<file path="src/rtl/trs_pkg.sv">
// Types and constants of the threshold resizing stack.
`timescale 1ns / 1ps
package trs_pkg;

  localparam int unsigned CFG_IDX_W  = 3;
  localparam int unsigned CFG_DATA_W = 11;

  localparam logic [CFG_IDX_W-1:0] CFG_FULL_PCT     = 3'd0;
  localparam logic [CFG_IDX_W-1:0] CFG_EMPTY_PCT    = 3'd1;
  localparam logic [CFG_IDX_W-1:0] CFG_GROW_SHIFT   = 3'd2;
  localparam logic [CFG_IDX_W-1:0] CFG_SHRINK_SHIFT = 3'd3;
  localparam logic [CFG_IDX_W-1:0] CFG_MIN_CAP      = 3'd4;
  localparam logic [CFG_IDX_W-1:0] CFG_INIT_CAP     = 3'd5;

  localparam logic [6:0]  FULL_PCT_RST     = 7'd85;
  localparam logic [6:0]  EMPTY_PCT_RST    = 7'd15;
  localparam logic [1:0]  GROW_SHIFT_RST   = 2'd1;
  localparam logic [1:0]  SHRINK_SHIFT_RST = 2'd1;
  localparam logic [10:0] MIN_CAP_RST      = 11'd10;
  localparam logic [10:0] INIT_CAP_RST     = 11'd10;

  localparam int unsigned PCT_SCALE = 100;

  localparam logic signed [31:0] UNDERFLOW_VALUE = -32'sd99;

  localparam logic OP_PUSH = 1'b0;
  localparam logic OP_POP  = 1'b1;

  typedef enum logic [1:0] {
    RS_NONE   = 2'd0,
    RS_GREW   = 2'd1,
    RS_SHRANK = 2'd2
  } resize_e;

  typedef struct packed {
    logic [6:0]  full_pct;
    logic [6:0]  empty_pct;
    logic [1:0]  grow_shift;
    logic [1:0]  shrink_shift;
    logic [10:0] min_capacity;
  } cfg_t;

  typedef struct packed {
    logic               opcode;
    logic signed [31:0] push_value;
  } in_word_t;

  typedef struct packed {
    logic signed [31:0] pop_value;
    logic               underflow;
    logic               overflow;
    logic [1:0]         resized;
    logic [10:0]        current_capacity;
    logic [10:0]        entry_count;
    logic [10:0]        peak_capacity;
    logic [15:0]        resize_total;
    logic [31:0]        operation_total;
  } out_word_t;

endpackage

</file>
<file path="src/rtl/trs_resize.sv">
// Capacity policy: threshold compare and grow or shrink of the logical capacity.
`timescale 1ns / 1ps
module trs_resize #(
  parameter int unsigned MAX_DEPTH = 1024,
  localparam int unsigned CW = $clog2(MAX_DEPTH + 1)
) (
  input  trs_pkg::cfg_t    cfg_i,
  input  logic [CW-1:0]    cap_i,
  input  logic [CW-1:0]    held_i,
  output logic [CW-1:0]    cap_o,
  output trs_pkg::resize_e kind_o
);

  localparam int unsigned LW = CW + 8;
  localparam int unsigned GW = CW + 3;
  localparam int unsigned MW = (CW > 11) ? CW : 11;

  logic signed [LW-1:0] top_s;
  logic signed [LW-1:0] lhs;
  logic signed [LW-1:0] full_rhs;
  logic signed [LW-1:0] empty_rhs;
  logic [GW-1:0]        grow_n;
  logic [CW-1:0]        grow_cap;
  logic [CW-1:0]        shr_n;
  logic [CW-1:0]        shr_cap;
  logic                 above_min;

  always_comb begin
    top_s     = $signed(LW'(held_i)) - $signed(LW'(1));
    lhs       = top_s * $signed(LW'(trs_pkg::PCT_SCALE));
    full_rhs  = $signed(LW'(cfg_i.full_pct) * LW'(cap_i));
    empty_rhs = $signed(LW'(cfg_i.empty_pct) * LW'(cap_i));

    grow_n = GW'(cap_i) << cfg_i.grow_shift;
    if (grow_n > GW'(MAX_DEPTH)) begin
      grow_cap = CW'(MAX_DEPTH);
    end else begin
      grow_cap = grow_n[CW-1:0];
    end

    shr_n = cap_i >> cfg_i.shrink_shift;
    if (shr_n == '0) begin
      shr_cap = CW'(1);
    end else begin
      shr_cap = shr_n;
    end

    above_min = MW'(cap_i) > MW'(cfg_i.min_capacity);

    priority if (lhs > full_rhs) begin
      cap_o  = grow_cap;
      kind_o = trs_pkg::RS_GREW;
    end else if ((lhs < empty_rhs) && above_min) begin
      cap_o  = shr_cap;
      kind_o = trs_pkg::RS_SHRANK;
    end else begin
      cap_o  = cap_i;
      kind_o = trs_pkg::RS_NONE;
    end
  end

endmodule

</file>
<file path="config.mk">
export PLATFORM = sky130hd
export DESIGN_NAME = trs_resize
export DESIGN_NICKNAME = d
export VERILOG_FILES = /design/src/rtl/trs_pkg.sv /design/src/rtl/trs_resize.sv
export SDC_FILE = /design/constraint.sdc
export NUM_CORES = 1
export LEC_CHECK = 0
export ABC_AREA = 1
export BUFFER_PORTS_ARGS = -buffer_cell sky130_fd_sc_hd__buf_2
export CORE_MARGIN = 3
export CORE_UTILIZATION = 55
export DETAILED_ROUTE_END_ITERATION = 8
export PLACE_DENSITY = 0.74
export SETUP_SLACK_MARGIN = 0.1
export SYNTH_ARGS = -nofsm -noshare
export SYNTH_HDL_FRONTEND = slang
export SYNTH_SLANG_ARGS = --single-unit
</file>
<file path="constraint.sdc">
create_clock -name vclk -period 11.8
set_input_delay 0.59 -clock vclk [all_inputs]
set_output_delay 0.59 -clock vclk [all_outputs]
set_load 0.05 [all_outputs]
</file>
==> metrics.txt <==
Worst Path Required 11.21 ns; CTS resizes 0; leakage 0.00551 uW; hold slack 1.78 ns; GRT busiest layer met2; top-area cell type share of the netlist area 23.9%; fin nets 1516; die footprint 16400 um2; Top Family by Delay on Critical Path adder cells; Die Y-Extent 128 um; drt wl/cell 12.9 um; Mapped Nets 1499; Power Total 1480 uW; switching share of power 63.0%; synth top area cells fa_1 24%, ha_1 23%, nand2_1 14%; P_sw 930 uW; CP Launch Type input pin; Synth area leader fa_1; warnings from Yosys 0; Global Route Usage Sum 22.4%; met3 Use GR 0.750%; crit-path max FO 20; Max Freq 138 MHz; # IOs 64; CLK BUF 0; CP max stage cell fa_1; met2 Use GR 39.2%; PD cells 174 nW/um2; Max-Cap Viols 0; Core Region 14200 um2; Layout area overhead 3.80%; port buffer count 64; Post-CTS Setup Bufs 0; footprint of the multi-input gates 6850 um2; commonest non-fill, non-tap cell in the layout nand2_1; die extent in x 128 um; Iter 0 DRT Violations 422; GR Layer Usage met1 31.8%; crit end category output port; setup TNS 0 ns; vias per cell 5.17; RSZ-0062 raised after global routing false; vias 7213; Cells after Synth 1200; Peak VDD IR 113 uV; cell mode on critical path nand2_1; CP max stage delay 0.55 ns; Hold Fails Final Rpt 0; Synth Area per Inst 6.83 um2; share of the clock period used by the worst path 61.3%; most frequent cells in the layout 310 x nand2_1, 294 x inv_1, 150 x ha_1, 98 x fa_1, 64 x buf_2; first-pass GRT wire length 31200 um; pin count of the biggest net entering global routing 24; Netlist cell types 46; status finished, final reports clean; Std-Cell Rows 43; Slew @ Worst Pin 0.554 ns; max-slew violation count 0; antenna-violating nets left 0; TritonRoute pass-1 iters 6; initial antenna violation count 0; slew margin rel. 63.0%; WP buf/inv 7; crit path DAT 6.65 ns; vias in the first global route 6829; Post-Route WL 18000 um; Hold Buf Count CTS 0; # fillers 1412; number of antenna diodes 0; combinational power share 100.0%; final setup fails 0; sequential element share of the synthesized area 0%; GRT overflow 0; flip-flop and latch area 0 um2; HP Class input pin to output port; min cycle time layout 7.24 ns; DP HPWL 15300 um; GP Congestion 0.903; Synth Cell Area 8190 um2; critical path class input pin to output port; Flop pwr share 0%; # DRC 0; share of cells above drive strength 1 7.57%; total number of sequential cells 0; Clk pwr share 0%; Initial Utilization 57.7%; Internal Power 546 uW
## through the flow
step	utilization [%]	cells	cell area (um2)	setup slack, ns
4_1_cts	59.9	1395	8500	4.58
2_1_floorplan	-	1200	8190	4.67
6_report	59.9	1395	8500	4.56
3_5_place_dp	59.9	1395	8500	4.59
5_1_grt	59.9	1395	8500	4.12
3_3_place_gp	59.9	1395	8500	4.77
## cell type report
cell class / instances / area share, %
Timing Repair Buffer: 64 / 3.77
Inverter: 296 / 13.1
Multi-Input combinational cell: 855 / 80.5
Tap cell: 180 / 2.65
## cells by family after synthesis
| group | synth area share (%) |
|---|---|
| AOI/OAI and AO/OA | 9.47 |
| xor gates and xnor gates | 5.56 |
| adders and majority gates | 46.9 |
| buffers and inverters | 16.4 |
| muxes | 0.122 |
| and+or+nand+nor | 21.6 |
## routing by layer
layer  wire [um]  vias up
met5           0        -
met4         209        0
met3         770       16
met2        8870      157
met1        8180     3344
li1            -     3696
## power by group through the flow
stage	Clock, uW	Sequential [uW]	Combinational, uW
finish	0	0	1480
global route	0	0	1710
CTS	0	0	1490
detailed placement	0	0	1480
global placement	0	0	1450
floorplan	0	0	1200
## path summary, 6_finish.rpt
kind,cells past startpoint,end,from
max,29,cap_o[7],cap_i[1]
min,5,cap_o[1],cfg_i[14]
## cell usage after synthesis, drive strengths merged, types with 6 or more instances
cell type	count
nand2	321
inv	296
ha	150
fa	98
o21ai	55
a21oi	53
nand3	35
xor2	34
nor2	31
buf	27
clkbuf	22
xnor2	18
nor3	11
o31ai	7
nand3b	6
o211ai	6
(Power assumes the default switching activity.)
